$ cat src/design/ttli_pkg.sv
// Shared types and constants of the timed table interpolator.
`timescale 1ns / 1ps
package ttli_pkg;

  localparam int TIME_W  = 40;
  localparam int OFF_W   = 43;
  localparam int DVD_W   = 57;
  localparam int DSR_W   = 40;
  localparam int AM_W    = 24;
  localparam int MB_W    = 41;
  localparam int PROD_W  = AM_W + MB_W;
  localparam int FIELD_W = 42;
  localparam int RES_W   = 51;
  localparam logic [TIME_W-1:0] SHIFT_SECONDS = 40'd5400;

  localparam logic [1:0] CMD_CLEAR  = 2'd0;
  localparam logic [1:0] CMD_APPEND = 2'd1;
  localparam logic [1:0] CMD_QUERY  = 2'd2;

  localparam logic [1:0] ST_OK    = 2'd0;
  localparam logic [1:0] ST_SHORT = 2'd1;
  localparam logic [1:0] ST_FULL  = 2'd2;
  localparam logic [1:0] ST_EQUAL = 2'd3;

  typedef struct packed {
    logic [TIME_W-1:0] tstamp;
    logic signed [15:0] temp;
    logic [13:0]       hum;
    logic [7:0]        cloud;
    logic [15:0]       rain;
  } entry_t;

endpackage

$ cat src/design/ttli_div.sv
// Restoring bit-serial unsigned divider, one quotient bit per cycle.
`timescale 1ns / 1ps
module ttli_div (
  input  logic                       clk,
  input  logic                       rst_n,
  input  logic                       start,
  input  logic [ttli_pkg::DVD_W-1:0] dividend,
  input  logic [ttli_pkg::DSR_W-1:0] divisor,
  output logic                       done,
  output logic [ttli_pkg::DVD_W-1:0] quotient
);
  import ttli_pkg::*;
  localparam int CW = $clog2(DVD_W + 1);

  logic          busy_r;
  logic [CW-1:0] cnt_r;
  logic [DSR_W-1:0] rem_r, dsr_r;
  logic [DVD_W-1:0] quo_r;
  logic             done_r;
  logic [DSR_W:0]   trial, diff;
  logic             fit;

  assign trial = {rem_r, quo_r[DVD_W-1]};
  assign fit   = trial >= {1'b0, dsr_r};
  assign diff  = trial - {1'b0, dsr_r};

  always_ff @(posedge clk) begin
    if (!rst_n) begin
      busy_r <= 1'b0;
      done_r <= 1'b0;
      cnt_r  <= '0;
    end else begin
      done_r <= 1'b0;
      if (start) begin
        busy_r <= 1'b1;
        cnt_r  <= '0;
      end else if (busy_r) begin
        cnt_r <= cnt_r + 1'b1;
        if (cnt_r == CW'(DVD_W - 1)) begin
          busy_r <= 1'b0;
          done_r <= 1'b1;
        end
      end
    end
  end

  always_ff @(posedge clk) begin
    if (start) begin
      rem_r <= '0;
      dsr_r <= divisor;
      quo_r <= dividend;
    end else if (busy_r) begin
      rem_r <= fit ? diff[DSR_W-1:0] : trial[DSR_W-1:0];
      quo_r <= {quo_r[DVD_W-2:0], fit};
    end
  end

  assign done     = done_r;
  assign quotient = quo_r;
endmodule

$ cat config.mk
export PLATFORM = sky130hd
export DESIGN_NAME = ttli_div
export DESIGN_NICKNAME = d
export VERILOG_FILES = /design/src/design/ttli_pkg.sv /design/src/design/ttli_div.sv
export SDC_FILE = /design/constraint.sdc
export NUM_CORES = 1
export LEC_CHECK = 0
export BUFFER_PORTS_ARGS = -buffer_cell sky130_fd_sc_hd__buf_2
export CAP_MARGIN = 10
export CORE_UTILIZATION = 47
export CTS_CLUSTER_DIAMETER = 200
export CTS_CLUSTER_SIZE = 40
export DETAILED_ROUTE_END_ITERATION = 10
export PLACE_DENSITY = 0.7
export SLEW_MARGIN = 30
export SYNTH_ARGS = -nofsm -noshare
export SYNTH_HDL_FRONTEND = slang
export SYNTH_SLANG_ARGS = --single-unit
$ cat constraint.sdc
create_clock -name clk -period 3.25 [get_ports clk]
set_input_delay 0 -clock clk [delete_from_list [all_inputs] [get_ports clk]]
set_output_delay 0 -clock clk [all_outputs]
set_load 0.1 [all_outputs]
==> impl_metrics.ini <==
[run_status]
outcome = completed

[clocking]
cts.sinks = 145
tritoncts = done
htreeDepth = 4
clock_latency_ps = 430
ctsLongestPathBuffers = 2
cts_root_buf = clkbuf_16
clk_pin_slew_ps = 70
cts_buffers = 17

[critical_path]
path_cells = inv_2, ha_4, nor2b_4, o21bai_4, a2111o_1, a31oi_4, nand2_2, o41ai_4, a41o_4, clkbuf_16, mux2i_1, a211oi_1
cp-startpoint = dsr_r[1]
crit_family = compound AO/OA/AOI/OAI gates
cp_data_required_time_ps = 3520
cp.arrival_ps = 3460
worstSetupPathType = flop to flop
cp-start-kind = flop
crit_fanout = 14
cp.buffers_inverters = 2
crit_path_top_delay_cell = a2111o_1
r2r-start = dsr_r[1]
end_kind = flop
critical-path-max-stage-delay_ps = 500

[placement]
dpl.hpwl_mm = 13.2
dpl_cell_area_mm2 = 0.00916
place_congestion = 0.886
io_buffer_count = 157

[timing]
setup_viol = 0
period_minus_slack_ps = 3190
hold_viol = 0
fin_skew_ps = 14.4
min_period_over_period_pct = 98.0
tns_ps = 0
slew_headroom_pct = 49.6
fmax_ghz = 0.314
rsz0062_at_grt = true
slew_violations = 0
tightestPinTransition_ps = 756

[grt]
grt.overflow.total = 0
grt_pass1_vias = 6778
grt_max_degree = 70
grt.total_usage_pct = 23.8
antenna_found_initial = 0
grt_pass1_wl_mm = 33.5

[finish]
drive_gt1_share_pct = 29.5
area_growth_pct = 35.7
num-nets-final = 1158
final_area_mm2 = 0.0110
antenna-diode-count = 0

[synthesis]
avgSynthCellArea_um2 = 10.8
seq_area_frac_synth_pct = 47.9
ys_warn_count = 0
synthTopCellsByCount = 97 x edfxtp_1, 57 x mux2_2, 55 x inv_1, 53 x nor2_1
yosys.area.top_type = edfxtp_1
ys_seq_elements = 145
synth.distinct_cells = 59
async_reset_ff_share_pct = 0
syn_nets = 889
yosys.area.top_type_share_pct = 36.0
synth_area_leaders = edfxtp_1 36%, dfxtp_1 12%, mux2_2 7.9%, ha_1 6.5%, mux2i_1 4.0%
syn_inst = 746
synth_most_common_cell = edfxtp_1
synth_flop_cell = edfxtp_1
syn-cell-area_mm2 = 0.00809
synth_edf_count = 97

[floorplan]
die_x_um = 133
core-area_mm2 = 0.0167
initial_core_util_pct = 48.4
die_h_um = 133
row_count = 47
dieArea_mm2 = 0.0177
ios = 158

[drt]
vias = 6747
drc = 0
dr.pass1.iters = 7
drtIter0Drc = 428
wl_mm = 20.9
avgViaCountPerCell = 5.41
detail-route-antenna-nets = 0
wl_per_cell_um = 16.7

[power_and_ir_drop]
p_sw_share_pct = 35.1
p_per_area_mw_per_mm2 = 530
p_int_w = 0.00377
p_leak_nw = 4.60
p_switching_w = 0.00204
max-vdd-ir-drop_mv = 0.449
p_seq_share_pct = 38.3
combPwrFrac_pct = 27.1
clkPwrFrac_pct = 34.6

[min_path]
worstHoldStart = start
hold_path.class = input port to flop

[run]
drv_cap = 0
through the flow:
stage	util (%)	hold WS, ps	power, W	setup WS (ps)	instances
floorplan	-	98.9	0.00338	-67.9	746
global placement	54.8	177	0.00367	142	1108
detailed placement	54.8	178	0.00368	72.9	1108
CTS	64.3	86.6	0.00578	53.5	1238
global route	65.7	102	0.00604	-32.4	1248
finish	65.7	89.4	0.00581	64.9	1248
cells by family after synthesis:
| kind of cell | synth area share [%] |
|---|---|
| adders and majority gates | 6.74 |
| DFF | 47.9 |
| muxes | 11.9 |
| xor gates and xnor gates | 4.22 |
| and+or+nand+nor | 9.64 |
| buffers and inverters | 4.69 |
| AOI/OAI and AO/OA | 14.9 |
registers in the layout (all words and copies together), names as in the netlist:
signal	flops
rem_r	40
dsr_r	40
quotient	57
cnt_r	6
busy_r	1
done	1
routing by layer:
metal	wire length [um]	share of wire [%]	up-vias	track usage (%)
li1	-	-	3297	-
met1	9220	44	3206	30.2
met2	10100	48	225	39.8
met3	1250	6.0	19	6.13
met4	316	1.5	0	7.39
met5	0	0	-	0
cell type report:
| type | count | area, um2 |
|---|---|---|
| clock buffer | 18 | 439 |
| clock inverter | 14 | 160 |
| fill | 1240 | 5720 |
| inverter | 55 | 206 |
| multi-input combinational | 516 | 4010 |
| sequential | 145 | 3870 |
| tap | 220 | 275 |
| timing repair buffer | 280 | 2020 |
power groups by stage:
| stage | clock network (W) | logic, W | registers [W] |
|---|---|---|---|
| floorplan | 0 | 0.000591 | 0.00279 |
| global placement | 0 | 0.00141 | 0.00225 |
| detailed placement | 0 | 0.00142 | 0.00225 |
| CTS | 0.00204 | 0.00152 | 0.00222 |
| global route | 0.00212 | 0.00168 | 0.00224 |
| finish | 0.00201 | 0.00157 | 0.00223 |
layout by cell type (no fill, tap or decap), types with 23 or more instances in the layout:
cell	count
nor2_1	52
edfxtp_1	97
nand2_1	46
xnor2_1	23
o21ai_0	27
a21oi_1	46
dfxtp_1	47
inv_1	51
ha_1	34
buf_2	156
mux2i_1	30
mux2_2	57
dlygate4sd3_1	98
what timing repair did:
action	CTS	global route
setup buffers	0	8
hold buffers	98	0
hold endpoints to repair	105	0
endpoints found under the setup margin	0	39
resized for setup	0	24
path summary, 6_finish.rpt:
| check | to | slack, ps | cells past startpoint |
|---|---|---|---|
| max | rem_r[14] | 60 | 12 |
| min | dsr_r[38] | 90 | 1 |
| min reg2reg | rem_r[28] | 480 | 2 |
| max reg2reg | rem_r[14] | 60 | 12 |
(Power assumes the default switching activity.)
