## src/design/ttli_pkg.sv

```systemverilog
// Shared types and constants of the timed table interpolator.
`timescale 1ns / 1ps
package ttli_pkg;

  localparam int TIME_W  = 40;
  localparam int OFF_W   = 43;
  localparam int DVD_W   = 57;
  localparam int DSR_W   = 40;
  localparam int AM_W    = 24;
  localparam int MB_W    = 41;
  localparam int PROD_W  = AM_W + MB_W;
  localparam int FIELD_W = 42;
  localparam int RES_W   = 51;
  localparam logic [TIME_W-1:0] SHIFT_SECONDS = 40'd5400;

  localparam logic [1:0] CMD_CLEAR  = 2'd0;
  localparam logic [1:0] CMD_APPEND = 2'd1;
  localparam logic [1:0] CMD_QUERY  = 2'd2;

  localparam logic [1:0] ST_OK    = 2'd0;
  localparam logic [1:0] ST_SHORT = 2'd1;
  localparam logic [1:0] ST_FULL  = 2'd2;
  localparam logic [1:0] ST_EQUAL = 2'd3;

  typedef struct packed {
    logic [TIME_W-1:0] tstamp;
    logic signed [15:0] temp;
    logic [13:0]       hum;
    logic [7:0]        cloud;
    logic [15:0]       rain;
  } entry_t;

endpackage

```

## src/design/ttli_mul.sv

```systemverilog
// Shift-add serial multiplier, one multiplier bit per cycle.
`timescale 1ns / 1ps
module ttli_mul (
  input  logic                        clk,
  input  logic                        rst_n,
  input  logic                        start,
  input  logic [ttli_pkg::AM_W-1:0]   mplier,
  input  logic [ttli_pkg::MB_W-1:0]   mcand,
  output logic                        done,
  output logic [ttli_pkg::PROD_W-1:0] product
);
  import ttli_pkg::*;
  localparam int CW = $clog2(AM_W + 1);

  logic            busy_r, done_r;
  logic [CW-1:0]   cnt_r;
  logic [AM_W-1:0] mpl_r;
  logic [PROD_W-1:0] mcd_r, acc_r;

  always_ff @(posedge clk) begin
    if (!rst_n) begin
      busy_r <= 1'b0;
      done_r <= 1'b0;
      cnt_r  <= '0;
    end else begin
      done_r <= 1'b0;
      if (start) begin
        busy_r <= 1'b1;
        cnt_r  <= '0;
      end else if (busy_r) begin
        cnt_r <= cnt_r + 1'b1;
        if (cnt_r == CW'(AM_W - 1)) begin
          busy_r <= 1'b0;
          done_r <= 1'b1;
        end
      end
    end
  end

  always_ff @(posedge clk) begin
    if (start) begin
      acc_r <= '0;
      mpl_r <= mplier;
      mcd_r <= PROD_W'(mcand);
    end else if (busy_r) begin
      if (mpl_r[0]) acc_r <= acc_r + mcd_r;
      mpl_r <= mpl_r >> 1;
      mcd_r <= mcd_r << 1;
    end
  end

  assign done    = done_r;
  assign product = acc_r;
endmodule

```

## config.mk

```make
export PLATFORM = sky130hd
export DESIGN_NAME = ttli_mul
export DESIGN_NICKNAME = d
export VERILOG_FILES = /design/src/design/ttli_pkg.sv /design/src/design/ttli_mul.sv
export SDC_FILE = /design/constraint.sdc
export NUM_CORES = 1
export LEC_CHECK = 0
export ABC_AREA = 1
export BUFFER_PORTS_ARGS = -buffer_cell sky130_fd_sc_hd__buf_2
export CORE_ASPECT_RATIO = 1.2
export CORE_MARGIN = 3
export CORE_UTILIZATION = 39
export CTS_CLUSTER_DIAMETER = 100
export DETAILED_ROUTE_END_ITERATION = 10
export GPL_TIMING_DRIVEN = 1
export PLACE_DENSITY = 0.61
export SLEW_MARGIN = 10
export SYNTH_ARGS = -nofsm -noshare
export SYNTH_HDL_FRONTEND = slang
export SYNTH_SLANG_ARGS = --single-unit
```

## constraint.sdc

```tcl
create_clock -name clk -period 5.63 [get_ports clk]
set_input_delay 0.2815 -clock clk [delete_from_list [all_inputs] [get_ports clk]]
set_output_delay 0.2815 -clock clk [all_outputs]
set_load 0.01 [all_outputs]
```

==> results.py, run 1 <==
metrics = {
    "worst_setup_path": {
        "reg2reg_depth": 7,
        "critPathLaunchType": "flip-flop",
        "timing.rr.start": "busy_r",
        "path_cells": "nand2_1, inv_2, buf_4, nor2_1, nor2_1, o21ai_0, inv_1",
        "cp.required_ns": 6.02,
        "critPathArrivalTime_ns": 3.89,
        "cp_common_cell": "nor2_1",
        "crit_buf_inv": 3,
        "cp_top_family": "buffers and inverters",
        "crit_path_end_kind": "flip-flop",
        "slowest_delay_ns": 0.89,
        "slowest_stage": "dfxtp_1",
        "cp_max_fo": 35,
        "critical_path_class": "reg -> reg",
        "reg2reg_slack_ns": 2.13,
        "timing.rr.end": "product[13]",
    },
    "synthesis": {
        "syn_nets": 2189,
        "synth_ff_type": "dfxtp_1",
        "netlist.area_leader.share_pct": 24.6,
        "postSynthCellCount": 2055,
        "yosys.area.top_type": "nand2_1",
        "synth.area.top_cells": "nand2_1 25%, edfxtp_1 16%, dfxtp_1 16%, inv_1 12%, nor2_1 8.1%",
        "synthesis.area_um2": 12300,
        "avgSynthCellArea_um2": 6.00,
        "synth_most_common_cell": "nand2_1",
        "ys_seq_elements": 161,
        "yosys-top-cells-count": "806 x nand2_1, 397 x inv_1, 266 x nor2_1, 96 x dfxtp_1, 68 x nand3_1",
        "yosysSeqAreaShare_pct": 31.4,
        "synth_cell_types": 35,
        "ys_warn_count": 0,
        "synth-edff-count": 65,
        "async_flop_share_pct": 0,
    },
    "drt": {
        "drc_errors": 0,
        "vias_per_cell": 4.73,
        "detail-route-antenna-nets": 0,
        "post_drt_wl_per_cell_um": 14.9,
        "drt_iter0_markers": 797,
        "first_pass_iters": 5,
        "vias": 12200,
        "finalWirelength_mm": 38.3,
    },
    "die": {
        "chipWidth_um": 168,
        "start_util_pct": 40.0,
        "rows": 70,
        "ios": 134,
        "fp.dieH_um": 201,
        "die-area_um2": 33800,
        "core_um2": 30800,
    },
    "finish": {
        "drive_above_1_share_pct": 11.0,
        "n_antenna_cell": 0,
        "final_cell_area_um2": 13900,
        "layout.nets": 2305,
        "syn2layout_area_growth_pct": 13.2,
        "fin_cells": 2580,
        "final_util_pct": 45.2,
    },
    "grt": {
        "grt_pass1_wl_mm": 60.7,
        "gr-total-overflow": 0,
        "grt_use_total_pct": 22.6,
        "grt_max_degree": 67,
        "first_global_vias": 11400,
        "grt_antenna_before_repair": 0,
    },
    "timing": {
        "relSlewSlack_pct": 30.4,
        "grt_setup_unrepaired": "false",
        "worstMarginPinSlew_ns": 1.04,
        "timing.fmax_ghz": 0.286,
        "drv_slew": 0,
        "fin_crit_sh_pct": 62.1,
        "hold_viol": 0,
        "setup_viol": 0,
        "holdWs_ns": 0.0847,
        "post-route-min-period_ns": 3.50,
        "final.setup.worst_slack_ns": 2.13,
        "finalClockSkew_ns": 0.0218,
        "setup_tns_ns": 0,
    },
    "power_and_ir_drop": {
        "power_mw": 3.49,
        "p_sw_mw": 1.21,
        "p_leak_nw": 8.17,
        "p_clk_share_pct": 35.2,
        "peakVddDrop_mv": 0.170,
        "p_sw_share_pct": 34.5,
        "comb_power_share_pct": 24.4,
        "intPower_mw": 2.29,
        "powerDensity_nw_per_um2": 251,
        "p_seq_share_pct": 40.4,
    },
    "min_path": {
        "min_path_type": "in -> reg",
        "whs_endpoint": "busy_r",
        "worst_hold_startpoint": "rst_n",
        "holdPathStages": 3,
    },
    "place": {
        "dp_hpwl_mm": 30.7,
        "gp_congestion": 1.00,
        "io_buffers": 133,
        "placed_cell_area_um2": 13300,
        "placedCellCount": 2548,
        "dpl_worst_slack_ns": 2.09,
    },
    "job": {
        "max-cap-violations": 0,
    },
    "clock_network": {
        "clock_path_buffers": 2,
        "cts-htree-levels": 4,
        "cts_hold_buffers": 0,
        "cts_tree": "done",
        "cts_resized": 0,
        "cts_setup_buffers": 0,
        "clk-insertion-delay-late_ns": 0.45,
        "cts.sinks": 161,
        "cts_buffers": 17,
        "clockRootBuffer": "clkbuf_16",
        "path_clk_slew_ns": 0.07,
    },
    "outcome": {
        "status": "finished clean",
    },
}
-- worst min-delay path: cells and delay by family --
family | cells | cell delay, ns
buffers and inverters | 1 | 0.11
AND/OR/NAND/NOR | 1 | 0.06
AO/OA/AOI/OAI | 1 | 0.03
-- worst max path at each step --
| stage | startpoint | slack (ns) | depth (start not counted) | endpoint |
|---|---|---|---|---|
| CTS | busy_r | 1.99 | 7 | product[13] |
| detailed placement | busy_r | 2.09 | 7 | product[13] |
| floorplan | start | 3.01 | 4 | mcd_r[0] |
| global placement | busy_r | 2.18 | 7 | product[16] |
| finish | busy_r | 2.13 | 7 | product[13] |
| global route | busy_r | 1.76 | 7 | product[13] |
-- final cells by class --
class	count	area [um2]
Inverter	398	1490
Timing Repair Buffer	140	721
Clock inverter	14	153
Clock buffer	18	450
Tap cell	396	495
Multi-Input combinational cell	1453	6760
Sequential cell	161	3870
Fill cell	3375	16900
-- logic make-up (layout without fill, tap and decap cells) --
logic type	after synthesis	in the layout	share of synthesized area, %
AO/OA/AOI/OAI	124	124	5.17
buffers and inverters	441	570	13.7
AND/OR/NAND/NOR	1231	1231	40.7
adder cells (fa/ha/maj)	66	66	6.76
XOR/XNOR	32	32	2.27
flip-flops	161	161	31.4
-- state kept, by name, summed over array words and instances, names as in the netlist --
name / count
product: 65
mpl_r: 24
busy_r: 1
done: 1
cnt_r: 5
mcd_r: 65
-- routing by layer --
metal,up-vias,global-route usage [%],wire (um)
met5,-,0,0
met4,0,4.82,514
met2,292,35.9,17000
li1,6415,-,-
met1,5462,32.7,18700
met3,25,3.35,2090
-- power groups by stage --
stage | clock, mW | combinational, mW | sequential [mW]
after floorplan | 0 | 0.593 | 1.42
after global placement | 0 | 0.836 | 1.43
after detailed placement | 0 | 0.846 | 1.44
after CTS | 1.26 | 0.853 | 1.41
after global routing | 1.31 | 0.971 | 1.42
final | 1.23 | 0.852 | 1.41
-- cells in the final DEF (no fill, tap or decap), types with 14 or more instances in the layout --
master,instances
a21oi_1,52
buf_2,132
clkbuf_16,18
dfxtp_1,96
edfxtp_1,65
ha_1,65
inv_1,395
nand2_1,805
nand2_2,29
nand3_1,68
nor2_1,266
nor2_2,14
o21ai_0,63
xor2_1,26
Note: power is estimated with default switching activity, not from simulation.
==> run 2, diff against run 1 <==
--- a/config.mk
+++ b/config.mk
@@ -13,7 +13,7 @@
 export CTS_CLUSTER_DIAMETER = 100
 export DETAILED_ROUTE_END_ITERATION = 10
 export GPL_TIMING_DRIVEN = 1
-export PLACE_DENSITY = 0.61
+export PLACE_DENSITY = 0.63
 export SLEW_MARGIN = 10
 export SYNTH_ARGS = -nofsm -noshare
 export SYNTH_HDL_FRONTEND = slang
==> constraint.sdc (replaced) <==
create_clock -name clk -period 3 [get_ports clk]
set_input_delay 0.15 -clock clk [delete_from_list [all_inputs] [get_ports clk]]
set_output_delay 0.15 -clock clk [all_outputs]
set_load 0.01 [all_outputs]
==> run 2 against run 1 <==
  * The run now ends with negative hold slack left
  * Fmax grew 43%
  * Flip-flop and latch count stayed put
  * Combinational power increased by 100%
  * Total power rose by 88%
  * Sequential power rose by 86%
==> results.py, run 2 (same netlist as run 1, synthesis figures left out) <==
metrics = {
    "outcome": {
        "status": "finished, violations left",
        "violations": "negative hold slack",
    },
    "drt": {
        "vias_per_cell": 4.72,
        "drc_errors": 0,
        "detail-route-antenna-nets": 0,
        "first_pass_iters": 7,
        "finalWirelength_mm": 41.1,
        "drt_iter0_markers": 937,
        "post_drt_wl_per_cell_um": 15.5,
        "vias": 12500,
    },
    "timing": {
        "drv_slew": 0,
        "post-route-min-period_ns": 2.44,
        "grt_setup_unrepaired": "false",
        "final.setup.worst_slack_ns": 0.561,
        "hold_viol": 1,
        "finalClockSkew_ns": 0.0127,
        "timing.fmax_ghz": 0.410,
        "setup_tns_ns": 0,
        "worstMarginPinSlew_ns": 0.752,
        "setup_viol": 0,
        "holdWs_ns": -0.00299,
        "relSlewSlack_pct": 49.8,
        "fin_crit_sh_pct": 81.3,
    },
    "worst_setup_path": {
        "timing.rr.start": "mcd_r[0]",
        "slowest_stage": "fa_1",
        "cp_top_family": "simple AND/OR/NAND/NOR gates",
        "cp_max_fo": 4,
        "crit_path_end_kind": "flip-flop",
        "timing.rr.end": "product[60]",
        "reg2reg_slack_ns": 0.56,
        "critPathArrivalTime_ns": 2.78,
        "slowest_delay_ns": 0.47,
        "crit_buf_inv": 1,
        "reg2reg_depth": 16,
        "critPathLaunchType": "flip-flop",
        "cp_common_cell": "nand2_1",
        "path_cells": "ha_1, fa_1, nand2_1, nand2_1, nand3_1, nand2_2, nand2_1, nand2_2, nand2_2, nand2_2, nand2_1, nand2_1, nand2_1, nand3_1, nand2_1, inv_1",
        "critical_path_class": "reg -> reg",
        "cp.required_ns": 3.34,
    },
    "min_path": {
        "min_path_type": "in -> reg",
        "holdPathStages": 3,
        "worst_hold_startpoint": "mplier[4]",
        "whs_endpoint": "mpl_r[4]",
    },
    "place": {
        "dpl_worst_slack_ns": 0.571,
        "dp_hpwl_mm": 32.6,
        "placed_cell_area_um2": 13400,
        "gp_congestion": 0.935,
        "io_buffers": 133,
    },
    "finish": {
        "drive_above_1_share_pct": 10.9,
        "fill_cells": 3314,
        "multiInputGateArea_um2": 6760,
        "layout_common_cells": "805 x nand2_1, 395 x inv_1, 266 x nor2_1",
        "n_antenna_cell": 0,
        "final_common_cell": "nand2_1",
        "seqCellArea_um2": 3870,
        "layout.nets": 2372,
        "final_cell_area_um2": 14600,
        "syn2layout_area_growth_pct": 18.3,
        "final_util_pct": 47.3,
    },
    "power_and_ir_drop": {
        "p_seq_share_pct": 39.9,
        "power_mw": 6.58,
        "p_leak_nw": 8.43,
        "p_sw_share_pct": 35.4,
        "comb_power_share_pct": 26.3,
        "peakVddDrop_mv": 0.313,
        "p_sw_mw": 2.33,
        "p_clk_share_pct": 33.8,
        "intPower_mw": 4.25,
        "powerDensity_nw_per_um2": 451,
    },
    "clock_network": {
        "clock_path_buffers": 2,
        "clk-insertion-delay-late_ns": 0.45,
        "clockRootBuffer": "clkbuf_16",
        "cts_buffers": 17,
        "path_clk_slew_ns": 0.07,
        "cts_setup_buffers": 0,
        "cts_resized": 0,
        "cts_hold_buffers": 60,
        "cts-htree-levels": 4,
        "cts.sinks": 161,
        "cts_tree": "done",
    },
    "job": {
        "max-cap-violations": 0,
    },
    "grt": {
        "grt_use_total_pct": 24.5,
        "gr-total-overflow": 0,
        "grt_antenna_before_repair": 0,
        "grt_max_degree": 67,
        "first_global_vias": 12300,
        "grt_pass1_wl_mm": 65.8,
    },
    "die": {
        "chipWidth_um": 168,
        "die-area_um2": 33800,
        "core_um2": 30800,
        "ios": 134,
        "rows": 70,
        "fp.dieH_um": 201,
        "start_util_pct": 40.0,
    },
}
==> run 2: changes by cell type in the layout (fill, tap and decap cells not counted), moves of 2 or more <==
| cell | delta |
|---|---|
| clkinvlp_2 | +2 |
| dlygate4sd3_1 | +60 |
| clkinv_4 | +3 |
| inv_4 | -3 |
| inv_6 | -3 |
| buf_4 | +6 |
==> run 2: worst reg2reg max path, delay by kind of cell, from the launching register on <==
kind | cells | cell delay, ns
AND/OR/NAND/NOR | 13 | 1.17
adder cells (fa/ha/maj) | 2 | 0.73
flip-flops | 1 | 0.39
buffers and inverters | 1 | 0.04
==> run 2: power groups by stage <==
stage	clock, mW	combinational, mW	sequential, mW
after global placement	0	1.65	2.67
final	2.22	1.73	2.62
after CTS	2.26	1.73	2.63
after detailed placement	0	1.66	2.67
after floorplan	0	1.11	2.66
after global routing	2.35	1.96	2.65
==> run 2: layer usage <==
| metal | vias to the layer above | wire, um | track usage [%] |
|---|---|---|---|
| met5 | - | 0 | 0 |
| met1 | 5613 | 19400 | 34.3 |
| met4 | 0 | 940 | 6.46 |
| li1 | 6531 | - | - |
| met3 | 41 | 2320 | 3.43 |
| met2 | 309 | 18400 | 39.8 |
==> run 2: worst max-delay path by stage <==
stage,start,endpoint,slack [ns],cells after the start
final,mcd_r[0],product[60],0.56,16
after global routing,mcd_r[0],product[60],0.35,16
after CTS,mcd_r[0],product[60],0.56,16
after detailed placement,mcd_r[0],product[60],0.57,16
after global placement,mcd_r[0],product[60],0.59,16
after floorplan,start,mcd_r[0],0.51,4
==> run 2: per-stage QoR <==
step / std cells / hold WS (ns)
CTS: 2647 / 0.00140
floorplan: 2055 / 0.275
detailed placement: 2555 / 0.403
global placement: 2555 / 0.402
global route: 2647 / 0.00200
finish: 2647 / -0.00299
==> run 2: cell type report <==
cell class              count  area share, %
multi-input cells        1453           46.4
flip-flops and latches    161           26.6
inverters                 398           10.3
repair buffers            207           9.51
well taps                 396           3.40
clock buffers              18           2.94
clock inverters            14          0.902
==> run 3, diff against run 2 <==
--- a/config.mk
+++ b/config.mk
@@ -5,7 +5,7 @@
 export SDC_FILE = /design/constraint.sdc
 export NUM_CORES = 1
 export LEC_CHECK = 0
-export ABC_AREA = 1
+export ABC_AREA = 0
 export BUFFER_PORTS_ARGS = -buffer_cell sky130_fd_sc_hd__buf_2
 export CORE_ASPECT_RATIO = 1.2
 export CORE_MARGIN = 3
@@ -13,7 +13,7 @@
 export CTS_CLUSTER_DIAMETER = 100
 export DETAILED_ROUTE_END_ITERATION = 10
 export GPL_TIMING_DRIVEN = 1
-export PLACE_DENSITY = 0.63
+export PLACE_DENSITY = 0.64
 export SLEW_MARGIN = 10
 export SYNTH_ARGS = -nofsm -noshare
 export SYNTH_HDL_FRONTEND = slang
==> constraint.sdc (replaced) <==
create_clock -name clk -period 2.1 [get_ports clk]
set_input_delay 0.105 -clock clk [delete_from_list [all_inputs] [get_ports clk]]
set_output_delay 0.105 -clock clk [all_outputs]
set_load 0.01 [all_outputs]
==> run 3 against run 2 <==
  * The run ends with negative setup slack left
  * Cell area increased by 5.0%
  * Worst setup slack got worse by 1.7 ns
  * Wire length decreased by 27%
  * Hold slack improved by 0.016 ns
  * Critical path depth decreased by 4
  * Synthesized cell count decreased by 50%
  * Sequential share of layout area decreased by 1.3 points
  * Fmax decreased by 25%
  * Critical endpoint is now product[61]
  * Largest power group unchanged
==> results.py, run 3 <==
metrics = {
    "outcome": {
        "status": "finished, violations left",
        "violations": "negative setup slack",
    },
    "clock_network": {
        "cts_buffers": 17,
        "cts.sinks": 161,
        "clock_path_buffers": 2,
        "clk-insertion-delay-late_ns": 0.45,
        "clockRootBuffer": "clkbuf_16",
        "cts-htree-levels": 4,
        "cts_tree": "done",
        "path_clk_slew_ns": 0.08,
    },
    "worst_setup_path": {
        "cp-startpoint": "mcd_r[6]",
        "cp.required_ns": 2.44,
        "reg2reg_depth": 12,
        "crit_path_end_kind": "flip-flop",
        "critPathLaunchType": "flip-flop",
        "critPathArrivalTime_ns": 3.59,
        "critical_path_class": "reg -> reg",
        "cp_max_fo": 3,
        "timing.rr.end": "product[61]",
        "timing.rr.start": "mcd_r[6]",
        "worstSetupEndpoint": "product[61]",
        "reg2reg_slack_ns": -1.15,
    },
    "finish": {
        "seqCellArea_um2": 3870,
        "n_antenna_cell": 0,
        "layout.nets": 1659,
        "fill_cells": 1914,
        "layout_common_cells": "293 x buf_4, 148 x nand2_1, 132 x buf_2",
        "syn2layout_area_growth_pct": 59.7,
        "final_common_cell": "buf_4",
        "drive_above_1_share_pct": 46.1,
        "multiInputGateArea_um2": 6390,
        "final_util_pct": 63.7,
    },
    "drt": {
        "vias": 9620,
        "first_pass_iters": 5,
        "finalWirelength_mm": 30.0,
        "drc_errors": 0,
        "drt_iter0_markers": 500,
        "post_drt_wl_per_cell_um": 16.2,
        "detail-route-antenna-nets": 0,
        "vias_per_cell": 5.18,
    },
    "place": {
        "dp_hpwl_mm": 20.0,
        "dpl_worst_slack_ns": -1.21,
        "gp_congestion": 0.883,
        "io_buffers": 133,
    },
    "synthesis": {
        "synth_most_common_cell": "nand2_1",
        "synth.area.top_cells": "edfxtp_1 20%, dfxtp_1 20%, ha_1 8.5%, mux2_2 7.5%, a21oi_1 6.9%",
        "postSynthCellCount": 1037,
        "yosys.area.top_type": "edfxtp_1",
        "synth_cell_types": 58,
        "synthesis.area_um2": 9590,
        "async_flop_share_pct": 0,
        "synth-edff-count": 65,
        "yosys-top-cells-count": "153 x nand2_1, 132 x a21oi_1, 96 x dfxtp_1, 77 x nor2_1",
        "netlist.area_leader.share_pct": 20.4,
        "ys_warn_count": 0,
        "avgSynthCellArea_um2": 9.24,
        "ys_seq_elements": 161,
        "synth_ff_type": "dfxtp_1",
        "syn_nets": 1171,
        "yosysSeqAreaShare_pct": 40.4,
    },
    "die": {
        "fp.dieH_um": 178,
        "ios": 134,
        "rows": 62,
        "die-area_um2": 26500,
        "start_util_pct": 39.9,
        "chipWidth_um": 149,
        "core_um2": 24000,
    },
    "timing": {
        "hold_viol": 0,
        "worstMarginPinSlew_ns": 0.500,
        "post-route-min-period_ns": 3.25,
        "fin_crit_sh_pct": 155,
        "holdWs_ns": 0.0130,
        "final.setup.worst_slack_ns": -1.15,
        "drv_slew": 0,
        "setup_viol": 59,
        "setup_tns_ns": -39.18,
        "grt_setup_unrepaired": "true",
        "relSlewSlack_pct": 66.7,
        "timing.fmax_ghz": 0.308,
        "finalClockSkew_ns": 0.0114,
    },
    "grt": {
        "grt.busiest_layer": "met2",
        "gr-usage-met1_pct": 25.0,
        "grt_antenna_before_repair": 0,
        "grt_pass1_wl_mm": 46.8,
        "grt_max_degree": 68,
        "grt_use_total_pct": 21.7,
        "grt_util_met3_pct": 3.42,
        "gr-total-overflow": 0,
        "use_met2_pct": 40.6,
        "first_global_vias": 9713,
    },
    "min_path": {
        "min_path_type": "in -> reg",
    },
    "job": {
        "max-cap-violations": 0,
    },
    "power_and_ir_drop": {
        "peakVddDrop_mv": 0.580,
        "powerDensity_nw_per_um2": 633,
        "p_leak_nw": 7.13,
    },
}
run 3: cell types whose count changed in the layout (fill, tap and decap cells not counted), moves of 25 or more:
cell | before | now
nand2_1 | 805 | 148
inv_1 | 395 | 13
buf_4 | 14 | 293
nor2_1 | 266 | 71
mux2_2 | 0 | 64
nand3_1 | 68 | 7
o21ai_0 | 63 | 15
a21o_1 | 0 | 47
a21oi_1 | 52 | 92
a21oi_2 | 0 | 36
buf_6 | 0 | 33
nand2_2 | 29 | 3
mux2i_1 | 0 | 25
run 3: cell type report:
cell class                      count  share of cell area [%]
Sequential cell                   161                    25.3
Multi-Input combinational cell    805                    41.8
Tap cell                          320                    2.62
Inverter                           13                   0.319
Clock buffer                       17                    2.78
Timing Repair Buffer              527                    26.0
Clock inverter                     15                    1.25
run 3: cells by family (layout without fill, tap and decap cells):
family	Yosys count	in the layout	share of synthesized area [%]
adders and majority gates	66	66	8.69
AOI/OAI and AO/OA	284	284	18.5
muxes	89	89	10.1
xor gates and xnor gates	61	61	5.57
and+or+nand+nor	305	305	13.9
DFF	161	161	40.4
buffers and inverters	71	572	2.78
run 3: through the flow:
stage               power [mW]  cells  cell area (um2)
finish                    9.69   1858            15300
global route              10.1   1858            15300
global placement          5.91   1727            12900
detailed placement        5.94   1727            12900
floorplan                 4.91   1037             9740
CTS                       9.47   1840            14600
run 3: worst min-delay path by stage:
stage	from	end	slack, ns	cells after the start
after floorplan	rst_n	busy_r	0.23	1
after global placement	mplier[23]	mpl_r[23]	0.39	2
after detailed placement	mplier[23]	mpl_r[23]	0.40	2
after CTS	mplier[0]	mpl_r[0]	0.008	2
after global routing	mplier[0]	mpl_r[0]	0.009	2
final	mplier[0]	mpl_r[0]	0.01	2
run 3: what timing repair did:
action	CTS	global route
pin swaps	85	95
endpoints found under the hold margin	64	0
setup endpoints to repair	58	59
buffers inserted	18	24
hold buffers	64	0
resized for setup	82	105
run 3: critical path, cell delays in order, from the launching register on:
cell and delay [ns]:
edfxtp_1 0.43, ha_4 0.29, and2_4 0.16, nand4_4 0.11, o21ai_4 0.21, a31oi_4 0.12
o41a_1 0.38, a311o_1 0.33, o31a_1 0.27, o31a_1 0.29, o31ai_2 0.25, xor2_1 0.09
a22o_1 0.20
run 3: metal layers:
metal	part of all wire, %	wire length [um]
met1	41	12300
met2	53	15800
met3	3.3	980
met4	3.1	944
met5	0	0
run 3: power by group:
group          switching, mW  leakage, nW  internal (mW)
Clock                   1.60        0.297           1.62
Sequential             0.134         1.43           3.49
Combinational           1.38         5.40           1.47
